===== src/list_equal_or_permutation_check_core_macros.svh =====
// Assertion helpers for the checker core RTL.
`ifndef LIST_EQUAL_OR_PERMUTATION_CHECK_CORE_MACROS_SVH
`define LIST_EQUAL_OR_PERMUTATION_CHECK_CORE_MACROS_SVH

// Same-cycle implication, disabled during reset.
`define LEPC_ASSERT_NOW(label, clk, rst, ante, cons, msg) \
  label: assert property (@(posedge clk) disable iff (rst) (ante) |-> (cons)) \
    else $error(msg);

// Next-cycle implication, disabled during reset.
`define LEPC_ASSERT_NEXT(label, clk, rst, ante, cons, msg) \
  label: assert property (@(posedge clk) disable iff (rst) (ante) |=> (cons)) \
    else $error(msg);

`endif


===== src/lepc_pkg.sv =====
package lepc_pkg;

  localparam int LIST_DEPTH = 16;
  localparam int ADDR_W     = (LIST_DEPTH > 1) ? $clog2(LIST_DEPTH) : 1;
  localparam int FILL_W     = 5;
  localparam int WORD_W     = 32;

  typedef logic [FILL_W-1:0] fill_t;
  typedef logic [ADDR_W-1:0] addr_t;
  typedef logic [WORD_W-1:0] word_t;

  localparam logic [1:0] ACT_FIRST   = 2'd0;
  localparam logic [1:0] ACT_SECOND  = 2'd1;
  localparam logic [1:0] ACT_COMPARE = 2'd2;

  typedef enum logic [1:0] {
    VERDICT_EQUAL = 2'd0,
    VERDICT_EQUIV = 2'd1,
    VERDICT_DIFF  = 2'd2
  } verdict_t;

  typedef enum logic [2:0] {
    S_IDLE,
    S_ORD,
    S_KEY,
    S_CNT,
    S_DONE
  } state_t;

  typedef struct packed {
    logic     busy;
    logic     done;
    verdict_t verdict;
  } status_t;

endpackage


===== src/list_equal_or_permutation_check_core.sv =====
// Two-list equality / permutation checker. Issue an item by raising start
// while busy is low; action 0 appends value to the first list, 1 to the
// second, 2 compares and then empties both lists (3 is ignored). Each list
// holds LIST_DEPTH entries; appends to a full list are dropped and flagged.
// A compare gives exactly one result: done is high for a single cycle with
// verdict, both lengths and the dropped flag, and the receiver cannot stall
// it, so capture it on that cycle. Appends are taken one per cycle, back to
// back, while busy is low. A compare keeps busy high while the sequencer
// walks the two list RAMs through their single read ports: it skips the
// scan if the lengths differ or both lists are empty, makes one in-order
// pass if the lists match in order, and else runs the permutation check,
// which reads one first-list key and then scans both lists once per key.
module list_equal_or_permutation_check_core (
  input  logic        clk,
  input  logic        rst,
  input  logic        start,
  output logic        busy,
  input  logic [1:0]  action,
  input  logic [31:0] value,
  output logic        done,
  output logic [1:0]  verdict,
  output logic [4:0]  first_length,
  output logic [4:0]  second_length,
  output logic        dropped
);

`include "list_equal_or_permutation_check_core_macros.svh"

  localparam lepc_pkg::fill_t FULL = lepc_pkg::fill_t'(lepc_pkg::LIST_DEPTH);

  lepc_pkg::status_t status;
  lepc_pkg::fill_t   first_fill;
  lepc_pkg::fill_t   second_fill;
  logic              drop_flag;
  lepc_pkg::addr_t   addr_a;
  lepc_pkg::addr_t   addr_b;
  lepc_pkg::word_t   a_q;
  lepc_pkg::word_t   b_q;

  // transfer of one item into the block
  logic acc;
  logic acc_first;
  logic acc_second;
  logic acc_cmp;
  logic we_a;
  logic we_b;

  assign acc        = start && !status.busy;
  assign acc_first  = acc && (action == lepc_pkg::ACT_FIRST);
  assign acc_second = acc && (action == lepc_pkg::ACT_SECOND);
  assign acc_cmp    = acc && (action == lepc_pkg::ACT_COMPARE);
  assign we_a       = acc_first && (first_fill != FULL);
  assign we_b       = acc_second && (second_fill != FULL);

  // Fill counts and overflow flag. The compare clears them on the transfer
  // cycle; the sequencer keeps its own copy of the length, and busy blocks
  // appends until it is done, so RAM writes never overlap the scan.
  always_ff @(posedge clk) begin
    if (rst) begin
      first_fill  <= '0;
      second_fill <= '0;
      drop_flag   <= 1'b0;
    end else if (acc_cmp) begin
      first_fill  <= '0;
      second_fill <= '0;
      drop_flag   <= 1'b0;
    end else begin
      if (we_a) begin
        first_fill <= first_fill + lepc_pkg::fill_t'(1);
      end
      if (we_b) begin
        second_fill <= second_fill + lepc_pkg::fill_t'(1);
      end
      if ((acc_first && !we_a) || (acc_second && !we_b)) begin
        drop_flag <= 1'b1;
      end
    end
  end

  // Result fields that are known at the compare transfer.
  always_ff @(posedge clk) begin
    if (acc_cmp) begin
      first_length  <= first_fill;
      second_length <= second_fill;
      dropped       <= drop_flag;
    end
  end

  lepc_ram #(
    .WIDTH (lepc_pkg::WORD_W),
    .DEPTH (lepc_pkg::LIST_DEPTH)
  ) u_first_ram (
    .clk   (clk),
    .we    (we_a),
    .waddr (first_fill[lepc_pkg::ADDR_W-1:0]),
    .wdata (value),
    .raddr (addr_a),
    .rdata (a_q)
  );

  lepc_ram #(
    .WIDTH (lepc_pkg::WORD_W),
    .DEPTH (lepc_pkg::LIST_DEPTH)
  ) u_second_ram (
    .clk   (clk),
    .we    (we_b),
    .waddr (second_fill[lepc_pkg::ADDR_W-1:0]),
    .wdata (value),
    .raddr (addr_b),
    .rdata (b_q)
  );

  lepc_engine u_engine (
    .clk         (clk),
    .rst         (rst),
    .go          (acc_cmp),
    .first_fill  (first_fill),
    .second_fill (second_fill),
    .a_q         (a_q),
    .b_q         (b_q),
    .addr_a      (addr_a),
    .addr_b      (addr_b),
    .status      (status)
  );

  assign busy    = status.busy;
  assign done    = status.done;
  assign verdict = status.verdict;

  `LEPC_ASSERT_NOW(a_done_busy, clk, rst, done, busy, "result strobe outside a compare")
  `LEPC_ASSERT_NEXT(a_cmp_busy, clk, rst, acc_cmp, busy && first_fill == '0, "compare did not start")
  `LEPC_ASSERT_NEXT(a_full_drop, clk, rst, acc_first && first_fill == FULL, drop_flag, "lost drop")
  `LEPC_ASSERT_NOW(a_fill_range, clk, rst, 1'b1, first_fill <= FULL && second_fill <= FULL, "fill")

endmodule


===== src/lepc_ram.sv =====
module lepc_ram #(
  parameter int WIDTH = 32,
  parameter int DEPTH = 16
) (
  input  logic                                         clk,
  input  logic                                         we,
  input  logic [((DEPTH > 1) ? $clog2(DEPTH) : 1)-1:0] waddr,
  input  logic [WIDTH-1:0]                             wdata,
  input  logic [((DEPTH > 1) ? $clog2(DEPTH) : 1)-1:0] raddr,
  output logic [WIDTH-1:0]                             rdata
);

  logic [WIDTH-1:0] mem [DEPTH];

  always_ff @(posedge clk) begin
    if (we) begin
      mem[waddr] <= wdata;
    end
    rdata <= mem[raddr];
  end

endmodule


===== src/lepc_engine.sv =====
// Compare sequencer: order pass over both stores, then on a mismatch a count pass per first-list key.
module lepc_engine (
  input  logic              clk,
  input  logic              rst,
  input  logic              go,
  input  lepc_pkg::fill_t   first_fill,
  input  lepc_pkg::fill_t   second_fill,
  input  lepc_pkg::word_t   a_q,
  input  lepc_pkg::word_t   b_q,
  output lepc_pkg::addr_t   addr_a,
  output lepc_pkg::addr_t   addr_b,
  output lepc_pkg::status_t status
);

  lepc_pkg::state_t   state, state_next;
  lepc_pkg::fill_t    len, len_next;
  lepc_pkg::fill_t    i_idx, i_idx_next;
  lepc_pkg::fill_t    j_idx, j_idx_next;
  lepc_pkg::fill_t    cnt_a, cnt_a_next;
  lepc_pkg::fill_t    cnt_b, cnt_b_next;
  lepc_pkg::word_t    key, key_next;
  logic               key_pend, key_pend_next;
  logic               rd_vld, rd_vld_next;
  logic               rd_last, rd_last_next;
  logic               mism, mism_next;
  lepc_pkg::verdict_t verdict, verdict_next;

  always_ff @(posedge clk) begin
    if (rst) begin
      state    <= lepc_pkg::S_IDLE;
      rd_vld   <= 1'b0;
      rd_last  <= 1'b0;
      key_pend <= 1'b0;
    end else begin
      state    <= state_next;
      rd_vld   <= rd_vld_next;
      rd_last  <= rd_last_next;
      key_pend <= key_pend_next;
    end
    len     <= len_next;
    i_idx   <= i_idx_next;
    j_idx   <= j_idx_next;
    cnt_a   <= cnt_a_next;
    cnt_b   <= cnt_b_next;
    key     <= key_next;
    mism    <= mism_next;
    verdict <= verdict_next;
  end

  always_comb begin
    logic            iss;
    logic            mism_now;
    lepc_pkg::fill_t ca;
    lepc_pkg::fill_t cb;
    state_next    = state;
    len_next      = len;
    i_idx_next    = i_idx;
    j_idx_next    = j_idx;
    cnt_a_next    = cnt_a;
    cnt_b_next    = cnt_b;
    key_next      = key;
    mism_next     = mism;
    verdict_next  = verdict;
    rd_vld_next   = 1'b0;
    rd_last_next  = 1'b0;
    key_pend_next = 1'b0;
    iss           = (j_idx < len);
    mism_now      = mism | (a_q != b_q);
    ca            = cnt_a + lepc_pkg::fill_t'(a_q == key);
    cb            = cnt_b + lepc_pkg::fill_t'(b_q == key);

    case (state)
      lepc_pkg::S_IDLE: begin
        if (go) begin
          len_next   = first_fill;
          j_idx_next = '0;
          mism_next  = 1'b0;
          if (first_fill != second_fill) begin
            verdict_next = lepc_pkg::VERDICT_DIFF;
            state_next   = lepc_pkg::S_DONE;
          end else if (first_fill == '0) begin
            verdict_next = lepc_pkg::VERDICT_EQUAL;
            state_next   = lepc_pkg::S_DONE;
          end else begin
            state_next = lepc_pkg::S_ORD;
          end
        end
      end
      lepc_pkg::S_ORD: begin
        if (iss) begin
          j_idx_next   = j_idx + lepc_pkg::fill_t'(1);
          rd_vld_next  = 1'b1;
          rd_last_next = (j_idx == len - lepc_pkg::fill_t'(1));
        end
        if (rd_vld) begin
          mism_next = mism_now;
          if (rd_last) begin
            if (!mism_now) begin
              verdict_next = lepc_pkg::VERDICT_EQUAL;
              state_next   = lepc_pkg::S_DONE;
            end else begin
              i_idx_next = '0;
              state_next = lepc_pkg::S_KEY;
            end
          end
        end
      end
      lepc_pkg::S_KEY: begin
        // first[i] is read this cycle and captured on the first count cycle
        j_idx_next    = '0;
        cnt_a_next    = '0;
        cnt_b_next    = '0;
        key_pend_next = 1'b1;
        state_next    = lepc_pkg::S_CNT;
      end
      lepc_pkg::S_CNT: begin
        if (key_pend) begin
          key_next = a_q;
        end
        if (iss) begin
          j_idx_next   = j_idx + lepc_pkg::fill_t'(1);
          rd_vld_next  = 1'b1;
          rd_last_next = (j_idx == len - lepc_pkg::fill_t'(1));
        end
        if (rd_vld) begin
          cnt_a_next = ca;
          cnt_b_next = cb;
          if (rd_last) begin
            if (ca != cb) begin
              verdict_next = lepc_pkg::VERDICT_DIFF;
              state_next   = lepc_pkg::S_DONE;
            end else if (i_idx == len - lepc_pkg::fill_t'(1)) begin
              verdict_next = lepc_pkg::VERDICT_EQUIV;
              state_next   = lepc_pkg::S_DONE;
            end else begin
              i_idx_next = i_idx + lepc_pkg::fill_t'(1);
              state_next = lepc_pkg::S_KEY;
            end
          end
        end
      end
      lepc_pkg::S_DONE: begin
        state_next = lepc_pkg::S_IDLE;
      end
      default: begin
        state_next = lepc_pkg::S_IDLE;
      end
    endcase
  end

  assign addr_a = (state == lepc_pkg::S_KEY) ? i_idx[lepc_pkg::ADDR_W-1:0]
                                              : j_idx[lepc_pkg::ADDR_W-1:0];
  assign addr_b = j_idx[lepc_pkg::ADDR_W-1:0];

  assign status.busy    = (state != lepc_pkg::S_IDLE);
  assign status.done    = (state == lepc_pkg::S_DONE);
  assign status.verdict = verdict;

endmodule


===== config.mk =====
export PLATFORM = sky130hd
export DESIGN_NAME = list_equal_or_permutation_check_core
export DESIGN_NICKNAME = d
export VERILOG_FILES = /design/src/lepc_pkg.sv /design/src/list_equal_or_permutation_check_core.sv /design/src/lepc_ram.sv /design/src/lepc_engine.sv
export VERILOG_INCLUDE_DIRS = /design/src /design/src/src
export SDC_FILE = /design/constraint.sdc
export NUM_CORES = 1
export LEC_CHECK = 0
export ABC_AREA = 1
export CAP_MARGIN = 30
export CORE_UTILIZATION = 60
export CTS_BUF_LIST = sky130_fd_sc_hd__clkbuf_4 sky130_fd_sc_hd__clkbuf_8
export DETAILED_ROUTE_END_ITERATION = 16
export DONT_BUFFER_PORTS = 1
export PLACE_DENSITY = 0.76
export RECOVER_POWER = 25
export REMOVE_ABC_BUFFERS = 1
export SYNTH_ARGS = -nofsm -noshare
export SYNTH_HDL_FRONTEND = slang
export SYNTH_SLANG_ARGS = --single-unit

===== constraint.sdc =====
create_clock -name clk -period 5.3 [get_ports clk]
set_input_delay 0.265 -clock clk [delete_from_list [all_inputs] [get_ports clk]]
set_output_delay 0.265 -clock clk [all_outputs]
set_load 0.02 [all_outputs]

==> flow_summary.ini <==
[run_status]
status = completed

[setup_path]
reg2reg_depth = 11
critPathMaxFanout = 19
critical_path_class = flip-flop to flip-flop
cp.arrival_ns = 4.16
cp.required_ns = 5.76
worstSetupStartpointType = flip-flop
endpoint_kind = flip-flop

[place]
dp_hpwl_mm = 63.25
portBuffers = 0
dpl-instance-area_um2 = 48140
globalplace.congestion = 0.9324
place_inst = 4477

[sta]
final-setup-viol-count = 0
tightest_slew_ns = 1.406
slew_violations = 0
tns_ns = 0
finalClockSkew_ns = 0.03106
rsz0062_at_grt = false
min_period_ns = 3.697
fmax_mhz = 270.5
period_share_pct = 69.75
hold_viol = 0
slew_headroom_pct = 6.298

[worst_hold_path]
hp-class = primary input to flip-flop
hold_depth = 1

[drt]
via_per_inst = 6.088
drtAntennaViolNets = 0
dr.pass1.iters = 6
vias = 29700
wire_per_inst_um = 23.38
drt-initial-drc-count = 3432
drc_errors = 0
wirelength_mm = 114.0

[clock_tree]
cts_sinks = 1176
clkLatencyLatePin_ns = 0.81
htree_levels = 4
clk_pin_slew_ns = 0.06
cts_tree = done
postCtsSetupRepairBufs = 0
cts_inserted_buffers = 179
root_buffer = clkbuf_8
cts_buffer_depth = 3

[global_route]
overflow = 0
grt_max_degree = 197
antenna_found_initial = 14
grt_first_pass_wirelength_mm = 169.4
grtUsageTotal_pct = 28.85
first_global_vias = 28480

[final_layout]
multi_input_comb_area_um2 = 10840
finalNonFillerCells = 4878
fin_area_um2 = 52340
area_delta_synth_final_pct = 11.44
num-nets-final = 3738
regArea_um2 = 34500
nFillCells = 5258
final_layout_size_suffix_gt1_share_pct = 11.16

[floorplanning]
die_x_um = 281.8
start_util_pct = 60.63
dieArea_um2 = 79410
ios = 52
fp.coreArea_um2 = 77470
rows = 102
die_h_um = 281.8

[synth]
synthFlopType = edfxtp_1
ys_types = 40
synth-seq-cells = 1176
synth_edf_count = 1095
synth_area_um2 = 46970
ys_seq_area_share_pct = 73.46
syn_area_per_cell_um2 = 13.12
netlist_instances = 3580
synthArstFlopShare_pct = 0
yosys_warnings = 0

[power]
peakVddDrop_v = 0.0002910
p_total_uw = 20070
p_leak_uw = 0.01808
powerDensity_nw_per_um2 = 383.5

[flow_run]
cap_viol_max_count = 0
## placed cells by master, fill, tap and decap left out, types with 4 or more instances in the layout
master         count
buf_6              4
or2_2              8
o211ai_2           6
nand3_1          179
o21ai_1           27
xor2_1            26
mux2i_1           53
clkbuf_1          18
o32ai_1           75
clkinv_1          31
inv_6              6
o221ai_1          53
buf_4             54
nor2_1           448
o21bai_1          19
inv_1            238
nand2_1          355
clkinv_2          17
a21oi_1           22
o21ai_0          341
o211ai_1         193
ha_1              20
buf_12             5
dlygate4sd3_1     38
o21ai_4            5
dfxtp_1           81
nor4_1             5
nor2_4            30
nor3_1            15
clkbuf_4          69
edfxtp_1        1095
nand4_1           18
diode_2           12
inv_2              4
xnor2_1           43
clkbuf_8         198
## registers in the layout, summed over array words and instances, names as in the netlist, 2 cells and up
name / cells
u_engine.i_idx: 5
first_length: 5
u_engine.cnt_a: 5
u_engine.cnt_b: 5
u_engine.j_idx: 5
u_first_ram.rdata: 32
u_engine.len: 5
first_fill: 5
u_second_ram.mem: 512
u_engine.key: 32
u_first_ram.mem: 512
second_length: 5
second_fill: 5
u_engine.verdict: 2
u_engine.state: 3
u_second_ram.rdata: 32
## repair_timing
action | 4_1_cts | 5_1_grt
endpoints found under the hold margin | 1058 | 0
gates resized for setup | 0 | 0
hold buffers | 39 | 0
## power by group
| group | leakage, µW | switching, µW | internal, µW | total, µW |
|---|---|---|---|---|
| logic | 0.00562 | 1490 | 636 | 2120 |
| clock network | 0.00194 | 3420 | 4030 | 7450 |
| registers | 0.0105 | 156 | 10300 | 10500 |
## cell families after synthesis
kind of cell | count (synthesis) | share of synthesized area (%)
fa+ha+maj | 20 | 0.5328
mux | 53 | 1.129
flops | 1176 | 73.46
xor+xnor | 69 | 1.287
compound gates | 746 | 10.28
buf+inv | 450 | 4.049
simple gates | 1066 | 9.265
## synthesized netlist by cell type (all sizes together) (43+ instances only)
| master | instances | share of area, % |
|---|---|---|
| buf | 97 | 1.2 |
| nand2 | 357 | 2.9 |
| o211ai | 199 | 3.2 |
| nand3 | 179 | 1.9 |
| o21ai | 373 | 4.0 |
| mux2i | 53 | 1.1 |
| o32ai | 75 | 1.4 |
| dfxtp | 81 | 3.5 |
| xnor2 | 43 | 0.80 |
| edfxtp | 1095 | 70 |
| inv | 245 | 2.0 |
| clkbuf | 107 | 0.86 |
| nor2 | 478 | 3.8 |
| o221ai | 53 | 0.99 |
## through the flow
step / hold WS (ns) / worst slack (ns) / util [%]
after floorplan: 0.3341 / -5.944 / -
after global placement: 0.3422 / 1.969 / 62.07
after detailed placement: 0.3467 / 1.934 / 62.14
after CTS: 0.2495 / 1.614 / 67.33
after global routing: 0.08195 / 1.408 / 67.56
final: 0.1148 / 1.603 / 67.57
## layer usage
layer  global-route usage, %  vias up  wire, µm
met3                   5.651      312     10660
met5                       0        -        51
met4                   13.87        8      4814
met2                   46.52     1564     54890
met1                   37.87    14470     43610
li1                        -    13340         -
## worst max-delay path: stages, from the launching register on
cell and delay [ns]:
dfxtp_1 0.34, nor2_4 0.16, nand2_1 0.22, inv_1 0.13
nand2_1 0.07, nor3_1 0.12, dlygate4sd3_1 0.56, nand2_1 0.11
inv_2 0.14, nand2_1 0.24, nor2_4 0.81, buf_4 0.43
## cell type report
class	instances	share of cell area [%]
clock buffer	267	6.196
inverter	246	1.783
clock inverter	59	0.7243
antenna	12	0.05737
timing repair buffer	124	2.123
sequential	1176	65.92
tap	1040	2.486
multi-input combinational	1954	20.71
## worst paths after layout
path                                   to  slack, ns             startpoint
setup reg to reg  u_second_ram.mem[14][8]       1.60      u_engine.state[2]
hold reg to reg          u_engine.key[31]       0.43  u_first_ram.rdata[31]
hold / removal    u_second_ram.mem[15][5]       0.11               value[5]
setup / recovery  u_second_ram.mem[14][8]       1.60      u_engine.state[2]
(Power assumes the default switching activity.)
